<file path="src/bitplane_signed_mask_unpack_unit_macros.svh">
// assertion macros for the bit-plane signed mask unpack unit
// expects clk_i and rst_ni to be visible where a macro is used
`ifndef BITPLANE_SIGNED_MASK_UNPACK_UNIT_MACROS_SVH
`define BITPLANE_SIGNED_MASK_UNPACK_UNIT_MACROS_SVH

// same-cycle implication, disabled during reset
`define BSMU_ASSERT_IMPL(lbl, ante, cons, msg) \
  lbl: assert property (@(posedge clk_i) disable iff (!rst_ni) (ante) |-> (cons)) \
    else $error(msg);

// next-cycle implication, disabled during reset
`define BSMU_ASSERT_NEXT(lbl, ante, cons, msg) \
  lbl: assert property (@(posedge clk_i) disable iff (!rst_ni) (ante) |=> (cons)) \
    else $error(msg);

`endif

</file>
<file path="src/bsmu_pkg.sv">
// shared constants, codes and types of the bit-plane signed mask unpack unit
// no dependencies
package bsmu_pkg;

  // store geometry
  localparam int NCoefs     = 256;
  localparam int MaxMagBits = 32;
  localparam int PlaneBytes = NCoefs / 8;
  localparam int NPlanes    = MaxMagBits + 1;
  localparam int OffW       = $clog2(PlaneBytes);

  // field widths
  localparam int OpW    = 2;
  localparam int PlaneW = 6;
  localparam int ByteW  = 8;
  localparam int IdxW   = 8;
  localparam int CoefW  = MaxMagBits + 1;
  localparam int MagW   = 6;

  // opcodes
  localparam logic [OpW-1:0] OpWrite    = 2'd0;
  localparam logic [OpW-1:0] OpReadCoef = 2'd1;
  localparam logic [OpW-1:0] OpReadByte = 2'd2;

  // configuration register indexes
  localparam int CfgIdxW = 2;
  localparam int CfgDataW = 6;
  localparam logic [CfgIdxW-1:0] CfgMagBits = 2'd0;
  localparam logic [CfgIdxW-1:0] CfgClamp   = 2'd1;

  // request queue depth
  localparam int QDepth = 2;
  localparam int QPtrW  = $clog2(QDepth);
  localparam int QCntW  = $clog2(QDepth + 1);

  typedef enum logic [1:0] {
    KIND_WRITE,
    KIND_COEF,
    KIND_BYTE
  } kind_e;

  // classified request handed from front to back
  typedef struct packed {
    kind_e             kind;
    logic [PlaneW-1:0] plane;
    logic [OffW-1:0]   offset;
    logic [2:0]        bitsel;
    logic [ByteW-1:0]  value;
    logic              addr_ok;
  } cmd_t;

  typedef struct packed {
    logic [MagW-1:0] mag_bits;
    logic            clamp_en;
  } cfg_t;

endpackage

</file>
<file path="src/bsmu_queue.sv">
// short request queue between front and back end
// depends on bsmu_pkg
module bsmu_queue import bsmu_pkg::*; (
  input  logic clk_i,
  input  logic rst_ni,
  input  logic push_i,
  input  cmd_t cmd_i,
  output logic full_o,
  input  logic pop_i,
  output logic valid_o,
  output cmd_t cmd_o
);

  cmd_t             slot_q [QDepth];
  logic [QPtrW-1:0] wr_ptr_q, wr_ptr_d;
  logic [QPtrW-1:0] rd_ptr_q, rd_ptr_d;
  logic [QCntW-1:0] count_q, count_d;
  logic             do_pop;

  assign full_o  = (count_q == QCntW'(QDepth));
  assign valid_o = (count_q != '0);
  assign cmd_o   = slot_q[rd_ptr_q];
  assign do_pop  = pop_i && valid_o;

  // pointer and fill count update
  always_comb begin
    wr_ptr_d = wr_ptr_q;
    rd_ptr_d = rd_ptr_q;
    count_d  = count_q;
    if (push_i) begin
      wr_ptr_d = (wr_ptr_q == QPtrW'(QDepth - 1)) ? '0 : wr_ptr_q + 1'b1;
    end
    if (do_pop) begin
      rd_ptr_d = (rd_ptr_q == QPtrW'(QDepth - 1)) ? '0 : rd_ptr_q + 1'b1;
    end
    if (push_i && !do_pop) begin
      count_d = count_q + 1'b1;
    end else if (do_pop && !push_i) begin
      count_d = count_q - 1'b1;
    end
  end

  always_ff @(posedge clk_i or negedge rst_ni) begin
    if (!rst_ni) begin
      wr_ptr_q <= '0;
      rd_ptr_q <= '0;
      count_q  <= '0;
    end else begin
      wr_ptr_q <= wr_ptr_d;
      rd_ptr_q <= rd_ptr_d;
      count_q  <= count_d;
    end
  end

  // slot storage
  always_ff @(posedge clk_i) begin
    if (push_i) begin
      slot_q[wr_ptr_q] <= cmd_i;
    end
  end

endmodule

</file>
<file path="config.mk">
export PLATFORM = sky130hd
export DESIGN_NAME = bsmu_queue
export DESIGN_NICKNAME = d
export VERILOG_FILES = /design/src/bitplane_signed_mask_unpack_unit_macros.svh /design/src/bsmu_pkg.sv /design/src/bsmu_queue.sv
export SDC_FILE = /design/constraint.sdc
export NUM_CORES = 1
export LEC_CHECK = 0
export BUFFER_PORTS_ARGS = -buffer_cell sky130_fd_sc_hd__buf_2
export CELL_PAD_IN_SITES_DETAIL_PLACEMENT = 1
export CELL_PAD_IN_SITES_GLOBAL_PLACEMENT = 1
export CORE_MARGIN = 10
export CORE_UTILIZATION = 23
export CTS_BUF_LIST = sky130_fd_sc_hd__clkbuf_16
export CTS_CLUSTER_DIAMETER = 60
export DETAILED_ROUTE_END_ITERATION = 12
export PLACE_DENSITY = 0.52
export REMOVE_ABC_BUFFERS = 1
export SLEW_MARGIN = 20
export SYNTH_ARGS = -nofsm -noshare
export SYNTH_HDL_FRONTEND = slang
export SYNTH_SLANG_ARGS = --single-unit
</file>
<file path="constraint.sdc">
create_clock -name clk_i -period 5.7 [get_ports clk_i]
set_input_delay 0.285 -clock clk_i [delete_from_list [all_inputs] [get_ports clk_i]]
set_output_delay 0.285 -clock clk_i [all_outputs]
set_load 0.02 [all_outputs]
</file>
==> metrics.csv, run 1 <==
stage,metric,value,unit
routing,first_pass_iters,4,
pwr,p_per_area,508,nW/um^2
setup_path,max_stage_delay,0.40,ns
final_layout,final_cells,266,
cts,cts_made_buffers,5,
placed_design,gp_congestion,0.676,
sta,finalHoldViolations,0,
setup_path,crit_fanout,26,
floorplanning,io_pins,56,
yosys,yosysTopAreaCell,edfxtp_1,
placed_design,dp_hpwl,3100,um
placed_design,pre_cts_ws,4.09,ns
job,drv_cap,0,
grt,use_met3,0.0295,
yosys,synth_simple_gate_area_share,0.0161,
routing,drc,0,
floorplanning,core_area,8810,sq um
grt,grt_pass1_wl,6870,um
routing,wl_per_cell,16.3,um
pwr,combinationalPowerShare,0.362,
setup_path,critPathArrivalTime,1.57,ns
sta,setup_violations,0,
pwr,ir_worst_vdd,217,uV
sta,setup_tns,0,ns
hold_path,min_path_type,input pin to flop,
grt,grt_usage,0.0667,
sta,fin_ws,3.84,ns
pwr,p_int,0.904,mW
setup_path,critical_path_class,flop to primary output,
pwr,p_switching,0.438,mW
cts,clkLatencyLatePin,0.28,ns
sta,skew,0.00308,ns
final_layout,syn_to_final_growth,26.1,%
pwr,p_leak,1.04,nW
routing,drtIter0Drc,46,
floorplanning,num_rows,34,
cts,cts_root_buffer,clkbuf_16,
placed_design,dp_cells,257,
sta,fin_hold_ws,0.183,ns
yosys,netlist_instances,94,
final_layout,stdcell_area,2640,sq um
grt,use_met1,0.0788,
yosys,syn_area_per_cell,22.3,sq um
cts,post-cts-setup-buffers,0,
sta,finalCriticalPeriod,1.86,ns
cts,cts-htree-levels,2,
cts,clk_transition_reported_paths,0.07,ns
yosys,yosys.area_share.adder,0.00597,
yosys,yosys.area.top_type_share,0.716,
yosys,synth_area_leaders,"edfxtp_1 72%, mux2_4 14%, dfrtp_1 4.8%",
yosys,async_flop_share,0.0741,
cts,cts.path.max_buffers,2,
final_layout,diodes,0,
yosys,seq_area_frac_synth,0.764,
yosys,yosys_warnings,0,
setup_path,crit_path_start_kind,flop,
pwr,clock_power_share,0.221,
grt,grt-ovfl-total,0,
routing,vias,1039,
yosys,synth_cell_type_count,15,
status,outcome,finished clean,
yosys,synth_edf_count,50,
setup_path,crit_chain,"buf_4, mux2_2, buf_2",
routing,finalWirelength,4330,um
sta,relSlewSlack,0.538,
floorplanning,die_y,115,um
grt,antenna_found_initial,0,
routing,viasPerCell,3.91,
yosys,synthesis.area,2100,sq um
yosys,synthTopCellsByCount,"50 x edfxtp_1, 19 x mux2_4, 6 x mux2_2, 4 x dfrtp_1, 3 x xor2_1",
routing,drtAntennaViolNets,0,
final_layout,drive_gt1_frac,0.576,
setup_path,end_kind,primary output,
yosys,synth_compound_area_frac,0,
yosys,synth.area.mux_share,0.168,
floorplanning,dieArea,13300,sq um
pwr,p_sw_frac,0.326,
yosys,synth_top_family_by_area,multiplexers,
cts,cts_tree,yes,
sta,worst_pin_slew,0.693,ns
sta,rsz0062_at_grt,no,
grt,grt_max_degree,27,
setup_path,crit_slowest_cell,buf_4,
sta,fmax,538,MHz
setup_path,cp.required,5.41,ns
yosys,synthXorXnorAreaFrac,0.0209,
yosys,synth-seq-cells,54,
grt,grt_pass1_vias,1294,
grt,grt_use_met2,0.108,
yosys,synth_flop_cell,edfxtp_1,
final_layout,fillerInstances,911,
floorplanning,initial_core_util,0.238,
floorplanning,die_x,115,um
placed_design,place_area,2490,sq um
sta,fin_crit_sh,0.326,
placed_design,io_buffers,55,
grt,busiest_layer,met2,
final_layout,nets,187,
sta,slew_violations,0,
cts,clock-sinks,54,
yosys,yosys.cell_count.top_type,edfxtp_1,
pwr,seqPwrFrac,0.417,
[placed cells by master, fill, tap and decap left out, types with 2 or more instances in the layout]
cell       instances
buf_2             55
buf_4              2
clkbuf_16          5
dfrtp_1            4
edfxtp_1          50
mux2_2             6
mux2_4            19
xnor2_1            2
xor2_1             3
[path summary, 6_finish.rpt]
| path | end | startpoint | depth (start not counted) | slack [ns] |
|---|---|---|---|---|
| worst min register to register | wr_ptr_q | wr_ptr_q | 1 | 0.52 |
| worst max register to register | slot_q[1][13] | wr_ptr_q | 2 | 4.16 |
| min in group asynchronous | wr_ptr_q | rst_ni | 2 | 0.34 |
| worst min-delay path | slot_q[0][15] | cmd_i[15] | 1 | 0.18 |
| worst max-delay path | cmd_o[4] | rd_ptr_q | 3 | 3.84 |
| max in group asynchronous | count_q[0] | rst_ni | 2 | 5.25 |
[metrics by stage]
| stage | util | power (mW) |
|---|---|---|
| after global placement | 0.281 | 1.05 |
| after floorplan | - | 0.902 |
| after global routing | 0.300 | 1.42 |
| final | 0.300 | 1.34 |
| after CTS | 0.300 | 1.38 |
| after detailed placement | 0.282 | 1.07 |
[state kept, by name (all words and copies together), names as in the netlist]
register  flops
wr_ptr_q      1
count_q       2
rd_ptr_q      1
slot_q       50
[logic make-up after synthesis]
kind of cell | Yosys count
mux | 25
simple gates | 6
xor+xnor | 5
flops | 54
buf+inv | 3
fa+ha+maj | 1
[layer usage]
metal | up-vias | share of wire | wire length (um)
met5 | - | 0 | 0
met4 | 0 | 0 | 0
met3 | 0 | 0.085 | 367
met2 | 42 | 0.48 | 2090
met1 | 515 | 0.43 | 1880
li1 | 482 | - | -
[power groups by stage]
| stage | clock (mW) | sequential (mW) | combinational, mW |
|---|---|---|---|
| final | 0.296 | 0.559 | 0.486 |
| after global routing | 0.325 | 0.567 | 0.531 |
| after CTS | 0.310 | 0.560 | 0.506 |
| after detailed placement | 0 | 0.568 | 0.502 |
| after global placement | 0 | 0.562 | 0.484 |
| after floorplan | 0 | 0.594 | 0.308 |
[area by class of cell]
class,count,area (sq um),share of cell area
clock buffers,5,125,0.0473
well taps,108,135,0.0511
clock inverters,3,20.0,0.00758
flip-flops and latches,54,1600,0.606
multi-input cells,37,445,0.169
repair buffers,59,315,0.119
[what timing repair did]
action,CTS,global route
hold buffers,1,0
resized for setup,0,0
hold endpoints to repair,4,0
[worst max-delay path: cells and delay by family, from the launching register on]
family | cells | cell delay (ns)
mux | 1 | 0.39
flops | 1 | 0.32
buf+inv | 2 | 0.56
Note: power is estimated with default switching activity, not from simulation.
==> run 2, diff against run 1 <==
--- a/config.mk
+++ b/config.mk
@@ -5,6 +5,7 @@
 export SDC_FILE = /design/constraint.sdc
 export NUM_CORES = 1
 export LEC_CHECK = 0
+export ABC_AREA = 1
 export BUFFER_PORTS_ARGS = -buffer_cell sky130_fd_sc_hd__buf_2
 export CELL_PAD_IN_SITES_DETAIL_PLACEMENT = 1
 export CELL_PAD_IN_SITES_GLOBAL_PLACEMENT = 1
@@ -13,7 +14,7 @@
 export CTS_BUF_LIST = sky130_fd_sc_hd__clkbuf_16
 export CTS_CLUSTER_DIAMETER = 60
 export DETAILED_ROUTE_END_ITERATION = 12
-export PLACE_DENSITY = 0.52
+export PLACE_DENSITY = 0.54
 export REMOVE_ABC_BUFFERS = 1
 export SLEW_MARGIN = 20
 export SYNTH_ARGS = -nofsm -noshare
==> constraint.sdc (replaced) <==
create_clock -name clk_i -period 1.73 [get_ports clk_i]
set_input_delay 0.0865 -clock clk_i [delete_from_list [all_inputs] [get_ports clk_i]]
set_output_delay 0.0865 -clock clk_i [all_outputs]
set_load 0.02 [all_outputs]
==> run 2 against run 1 <==
Via count rose by 34%. Global-route usage grew 1.1 points. Worst hold slack got worse by 0.14 ns. Critical endpoint is now cmd_o[24].
==> metrics.csv, run 2 <==
stage,metric,value,unit,change
status,outcome,finished clean,,
grt,antenna_found_initial,0,,unchanged
cts,cts_made_buffers,5,,unchanged
yosys,yosys.area.top_type_share,0.723,,+0.00691
floorplanning,io_pins,56,,unchanged
yosys,synth_area_leaders,"edfxtp_1 72%, nand2_1 14%, dfrtp_1 4.8%",,
grt,grt_pass1_vias,1555,,+20%
setup_path,critical_path_class,flop to primary output,,
sta,setup_violations,0,,unchanged
sta,fin_crit_sh,0.876,,
job,drv_cap,0,,unchanged
sta,finalHoldViolations,0,,unchanged
sta,rsz0062_at_grt,no,,
routing,finalWirelength,4890,um,+13%
yosys,yosys_warnings,0,,unchanged
final_layout,final_common_cell,nand2_1,,
setup_path,crit_chain,"buf_4, nand2_1, nand2_1, buf_2",,
grt,grt_usage,0.0773,,+0.0106
final_layout,nets,275,,+47%
sta,finalCriticalPeriod,1.52,ns,
setup_path,cp_num_buf_inv,2,,unchanged
routing,first_pass_iters,4,,unchanged
sta,skew,0.00516,ns,+0.00208 ns
sta,relSlewSlack,0.751,,+0.213
cts,cts_root_buffer,clkbuf_16,,
floorplanning,core_area,8760,sq um,-0.48%
final_layout,layout_common_cells,"78 x nand2_1, 55 x buf_2, 50 x edfxtp_1",,
final_layout,regMostFlops,slot_q,,
yosys,synth-seq-cells,54,,unchanged
placed_design,gp_congestion,0.608,,-10%
pwr,p_leak,1.25,nW,+20%
placed_design,dp_hpwl,3440,um,+11%
cts,cts-htree-levels,2,,unchanged
routing,vias,1391,,+34%
pwr,power.total,4.53,mW,+240%
sta,fin_hold_ws,0.0391,ns,-0.144 ns
grt,grt-ovfl-total,0,,unchanged
setup_path,worst-r2r-cell-count,8,,+6
pwr,combinationalPowerShare,0.376,,+0.014
floorplanning,die_y,115,um,-0.39%
setup_path,cp.required,1.64,ns,-3.77 ns
grt,grt_pass1_wl,8050,um,+17%
yosys,synth_cell_type_count,15,,unchanged
final_layout,diodes,0,,unchanged
floorplanning,num_rows,34,,unchanged
final_layout,largest_reg_flops,50,,unchanged
pwr,p_per_area,1570,nW/um^2,+210%
yosys,yosys.cell_count.top_type,nand2_1,,
routing,drtAntennaViolNets,0,,unchanged
cts,clkLatencyLatePin,0.29,ns,about the same
final_layout,multi_input_area,392,sq um,-12%
yosys,async_flop_share,0.0741,,unchanged
grt,grt_max_degree,27,,unchanged
final_layout,regArea,1600,sq um,unchanged
cts,clk_transition_reported_paths,0.06,ns,about the same
sta,fmax,660,MHz,
setup_path,max_stage_delay,0.57,ns,+0.17 ns
sta,worst_pin_slew,0.373,ns,-0.319 ns
floorplanning,dieArea,13200,sq um,-0.79%
pwr,p_sw_frac,0.378,,+0.0516
routing,wl_per_cell,13.8,um,-15%
final_layout,fillerInstances,972,,+6.7%
setup_path,critPathArrivalTime,1.43,ns,-0.14 ns
yosys,seq_area_frac_synth,0.772,,+0.00737
yosys,synthTopCellsByCount,"78 x nand2_1, 50 x edfxtp_1, 6 x inv_1, 6 x nand2_2, 4 x dfrtp_1",,
yosys,netlist_instances,158,,+68%
yosys,synth_flop_cell,edfxtp_1,,
routing,drc,0,,unchanged
setup_path,end_kind,primary output,,
setup_path,cp_common_cell,nand2_1,,
setup_path,crit_family,flip-flops,,
yosys,yosysTopAreaCell,edfxtp_1,,
sta,fin_ws,0.215,ns,-3.63 ns
sta,slew_violations,0,,unchanged
cts,post-cts-setup-buffers,0,,unchanged
cts,clock-sinks,54,,unchanged
cts,cts_tree,yes,,
setup_path,crit_fanout,13,,-50%
floorplanning,initial_core_util,0.237,,-0.00113
setup_path,crit_slowest_cell,dfrtp_1,,
pwr,ir_worst_vdd,442,uV,+100%
pwr,p_int,2.82,mW,+210%
routing,drtIter0Drc,50,,+8.7%
setup_path,crit_cells,4,,+1
final_layout,reg.largest.list,"slot_q: 50 flops, count_q: 2 flops",,
floorplanning,die_x,115,um,-0.39%
final_layout,fin_util,0.329,,+0.0289
placed_design,io_buffers,55,,unchanged
final_layout,drive_gt1_frac,0.301,,-0.275
yosys,synth_edf_count,50,,unchanged
hold_path,min_path_type,input pin to flop,,
hold_path,hold_path_depth,2,,+1
final_layout,syn_to_final_growth,38.9,%,
pwr,seqPwrFrac,0.413,,-0.004
routing,viasPerCell,3.93,,+0.60%
cts,cts.path.max_buffers,2,,unchanged
setup_path,r2r_slack,0.38,ns,-3.78 ns
yosys,synthesis.area,2080,sq um,-0.96%
pwr,p_switching,1.71,mW,+290%
setup_path,crit_path_start_kind,flop,,
pwr,clock_power_share,0.210,,-0.011
yosys,syn_area_per_cell,13.1,sq um,-41%
placed_design,pre_cts_ws,0.355,ns,-3.73 ns
## run 2: cell count changes after synthesis, sizes merged, moves of 2 or more
cell   delta
mux2     -25
nand3     +2
xor2      -2
buf       +2
inv       +7
nand2    +83
## run 2: repair_timing
| item | 4_1_cts | 5_1_grt |
|---|---|---|
| gates resized for setup | 0 | 0 |
| hold buffers | 26 | 0 |
| endpoints found under the hold margin | 53 | 0 |
## run 2: metrics by stage
step	instances	cell area, sq um	TNS, ns
final	354	2880	0
after global routing	354	2880	0
after CTS	354	2880	0
after detailed placement	320	2480	0
after global placement	320	2480	0
after floorplan	153	2020	-3.82
## run 2: logic make-up after synthesis
kind of cell	synth area share
fa+ha+maj	0.00603
simple gates	0.171
xor+xnor	0.00844
buf+inv	0.0434
flops	0.772
## run 2: cell type report
cell class | count | area share
tap | 108 | 0.0469
clock inverter | 3 | 0.00608
inverter | 7 | 0.0117
timing repair buffer | 85 | 0.201
multi-input combinational | 92 | 0.136
clock buffer | 5 | 0.0434
sequential | 54 | 0.556
## run 2: worst reg2reg max path, delay by kind of cell (launching register included)
| family | cells | cell delay, ns |
|---|---|---|
| buffers and inverters | 2 | 0.18 |
| and+or+nand+nor | 5 | 0.36 |
| adders and majority gates | 1 | 0.31 |
| DFF | 1 | 0.41 |
## run 2: routing by layer
metal	global-route usage	vias to the layer above	share of wire
li1	-	692	-
met1	0.0864	665	0.41
met2	0.131	34	0.51
met3	0.0375	0	0.081
met4	0.0149	0	0
met5	0	-	0
## run 2: worst paths after layout
path / from / endpoint
min in group asynchronous: rst_ni / count_q[0]
setup reg to reg: count_q[0] / count_q[1]
setup / recovery: rd_ptr_q / cmd_o[24]
max in group asynchronous: rst_ni / rd_ptr_q
hold / removal: push_i / wr_ptr_q
hold reg to reg: count_q[1] / count_q[1]
## run 2: power groups by stage
stage,sequential (mW),combinational [mW],clock (mW)
3_5_place_dp,1.90,1.73,0
6_report,1.87,1.70,0.952
5_1_grt,1.90,1.94,1.05
3_3_place_gp,1.89,1.71,0
4_1_cts,1.87,1.78,0.992
2_1_floorplan,1.91,0.981,0
==> run 3, diff against run 2 <==
--- a/config.mk
+++ b/config.mk
@@ -14,7 +14,7 @@
 export CTS_BUF_LIST = sky130_fd_sc_hd__clkbuf_16
 export CTS_CLUSTER_DIAMETER = 60
 export DETAILED_ROUTE_END_ITERATION = 12
-export PLACE_DENSITY = 0.54
+export PLACE_DENSITY = 0.56
 export REMOVE_ABC_BUFFERS = 1
 export SLEW_MARGIN = 20
 export SYNTH_ARGS = -nofsm -noshare
==> constraint.sdc (replaced) <==
create_clock -name clk_i -period 1.26 [get_ports clk_i]
set_input_delay 0.063 -clock clk_i [delete_from_list [all_inputs] [get_ports clk_i]]
set_output_delay 0.063 -clock clk_i [all_outputs]
set_load 0.02 [all_outputs]
==> run 3 against run 2 <==
The flow now finishes with violations (setup timing). Final area up 20%. Largest power group is now combinational logic. Total power rose by 80%. Sequential cell count is the same. Highest routed layer is now met4. Die area unchanged. Register-to-register slack got worse by 0.28 ns. Core utilization is 6.6 points higher. Via count is 4.0% higher.
==> metrics.csv, run 3 (synthesis results as in run 2) <==
stage,metric,value,unit,change
status,outcome,"complete, but fails checks",,
status,violations,setup timing,,
pwr,seqPwrFrac,0.319,,-0.094
floorplanning,initial_core_util,0.237,,unchanged
pwr,clock_power_share,0.183,,-0.027
final_layout,stdcell_area,3460,sq um,+20%
routing,drc,0,,unchanged
final_layout,fillerInstances,915,,-5.9%
sta,finalCriticalPeriod,1.34,ns,
cts,cts-htree-levels,2,,unchanged
routing,viasPerCell,3.97,,+1.1%
routing,vias,1446,,+4.0%
final_layout,largest_reg_flops,50,,unchanged
final_layout,regMostFlops,slot_q,,
pwr,p_per_area,2350,nW/um^2,+50%
setup_path,crit_family,flip-flops,,
floorplanning,die_y,115,um,unchanged
cts,clk_transition_reported_paths,0.06,ns,about the same
sta,fin_ws,-0.0796,ns,-0.295 ns
routing,finalWirelength,5390,um,+10%
setup_path,end_kind,primary output,,
placed_design,place_area,2520,sq um,+1.7%
final_layout,nets,285,,+3.6%
setup_path,critPathArrivalTime,1.28,ns,-0.15 ns
final_layout,drive_gt1_frac,0.523,,+0.223
setup_path,crit_path_start_kind,flop,,
grt,antenna_found_initial,0,,unchanged
final_layout,reg.largest.list,"slot_q: 50 flops, count_q: 2 flops",,
floorplanning,io_pins,56,,unchanged
sta,finalHoldViolations,0,,unchanged
cts,cts_tree,yes,,
floorplanning,num_rows,34,,unchanged
final_layout,syn_to_final_growth,66.8,%,
cts,cts.path.max_buffers,2,,unchanged
final_layout,fin_util,0.395,,+0.0662
setup_path,max_stage_delay,0.44,ns,-0.13 ns
pwr,p_sw_frac,0.363,,-0.0152
routing,first_pass_iters,3,,-1
floorplanning,die_x,115,um,unchanged
setup_path,r2r_slack,0.10,ns,-0.28 ns
pwr,p_switching,2.95,mW,+73%
sta,fmax,746,MHz,
pwr,combinationalPowerShare,0.499,,+0.123
setup_path,worst-r2r-cell-count,8,,unchanged
routing,drtIter0Drc,19,,-62%
grt,grt_usage,0.0851,,+0.00776
setup_path,cp.required,1.20,ns,-0.44 ns
placed_design,gp_congestion,0.715,,+18%
setup_path,cp_num_buf_inv,3,,+1
cts,cts_made_buffers,5,,unchanged
cts,clock-sinks,54,,unchanged
sta,worst_pin_slew,0.183,ns,-0.190 ns
sta,rsz0062_at_grt,yes,,
sta,setup_violations,25,,+25
final_layout,final_common_cell,edfxtp_1,,
sta,slew_violations,0,,unchanged
final_layout,layout_common_cells,"50 x edfxtp_1, 32 x nand2_1, 32 x nand2_2",,
cts,cts_root_buffer,clkbuf_16,,
setup_path,critical_path_class,flop to primary output,,
setup_path,crit_chain,"buf_12, buf_12, nand2_4, nand2_4, buf_6",,
pwr,p_int,5.19,mW,+84%
pwr,ir_worst_vdd,797,uV,+80%
setup_path,crit_fanout,8,,-5
sta,skew,0.00365,ns,-0.00151 ns
job,drv_cap,0,,unchanged
grt,grt-ovfl-total,0,,unchanged
sta,fin_crit_sh,1.06,,
floorplanning,core_area,8760,sq um,unchanged
pwr,p_leak,1.50,nW,+20%
routing,wl_per_cell,14.8,um,+7.3%
final_layout,diodes,0,,unchanged
grt,grt_max_degree,16,,-41%
setup_path,crit_cells,5,,+1
grt,grt_pass1_vias,1643,,+5.7%
placed_design,dp_hpwl,3380,um,-1.6%
sta,relSlewSlack,0.878,,+0.127
setup_path,crit_slowest_cell,dfrtp_2,,
placed_design,io_buffers,55,,unchanged
hold_path,hold_path_depth,3,,+1
cts,clkLatencyLatePin,0.28,ns,about the same
floorplanning,dieArea,13200,sq um,unchanged
grt,grt_pass1_wl,8740,um,+8.6%
hold_path,min_path_type,input pin to flop,,
routing,drtAntennaViolNets,0,,unchanged
run 3: area by class of cell:
| cell class | count | area, sq um | area share |
|---|---|---|---|
| clock buffer | 5 | 125 | 0.0361 |
| clock inverter | 3 | 37.5 | 0.0108 |
| inverter | 7 | 42.5 | 0.0123 |
| multi-input combinational | 92 | 619 | 0.179 |
| sequential | 54 | 1600 | 0.463 |
| tap | 108 | 135 | 0.0390 |
| timing repair buffer | 93 | 878 | 0.254 |
| timing repair inverter | 2 | 22.5 | 0.00650 |
run 3: path summary, 6_finish.rpt:
check / endpoint / start
worst min register to register: count_q[1] / count_q[1]
max in group asynchronous: rd_ptr_q / rst_ni
min in group asynchronous: count_q[0] / rst_ni
worst min-delay path: rd_ptr_q / pop_i
worst max register to register: count_q[1] / count_q[1]
worst max-delay path: cmd_o[18] / rd_ptr_q
run 3: per-layer routing:
| layer | track usage | routed length, um | share of wire |
|---|---|---|---|
| met5 | 0 | 0 | 0 |
| met2 | 0.149 | 2830 | 0.52 |
| met1 | 0.0970 | 2210 | 0.41 |
| met4 | 0.0223 | 44 | 0.0082 |
| met3 | 0.0281 | 307 | 0.057 |
run 3: power groups by stage:
stage / Combinational [mW] / Clock (mW) / Sequential [mW]
5_1_grt: 4.41 / 1.62 / 2.64
3_5_place_dp: 2.51 / 0 / 2.58
6_report: 4.06 / 1.49 / 2.60
2_1_floorplan: 1.35 / 0 / 2.63
4_1_cts: 3.77 / 1.54 / 2.54
3_3_place_gp: 2.48 / 0 / 2.56
run 3: repair_timing:
action / 4_1_cts / 5_1_grt
endpoints found under the setup margin: 26 / 26
buffers inserted: 3 / 0
hold buffers: 26 / 0
pin swaps: 22 / 5
gates cloned: 3 / 0
hold endpoints to repair: 54 / 0
gates resized for setup: 89 / 46
run 3: stage by stage:
step	setup WS, ns	hold slack [ns]	power, mW	setup TNS, ns	std cells
after floorplan	-0.623	-0.233	3.97	-16.32	153
after global placement	0.0498	-0.123	5.04	0	324
after detailed placement	-0.00880	-0.120	5.09	-0.00880	324
after CTS	-0.0867	0.00959	7.85	-1.70	364
after global routing	-0.127	0.0560	8.66	-2.76	364
final	-0.0796	0.0438	8.15	-1.68	364
run 3: worst reg2reg max path, delay by kind of cell (launching register included):
family,cells,cell delay (ns)
and+or+nand+nor,5,0.33
DFF,1,0.39
adders and majority gates,1,0.21
buffers and inverters,2,0.13
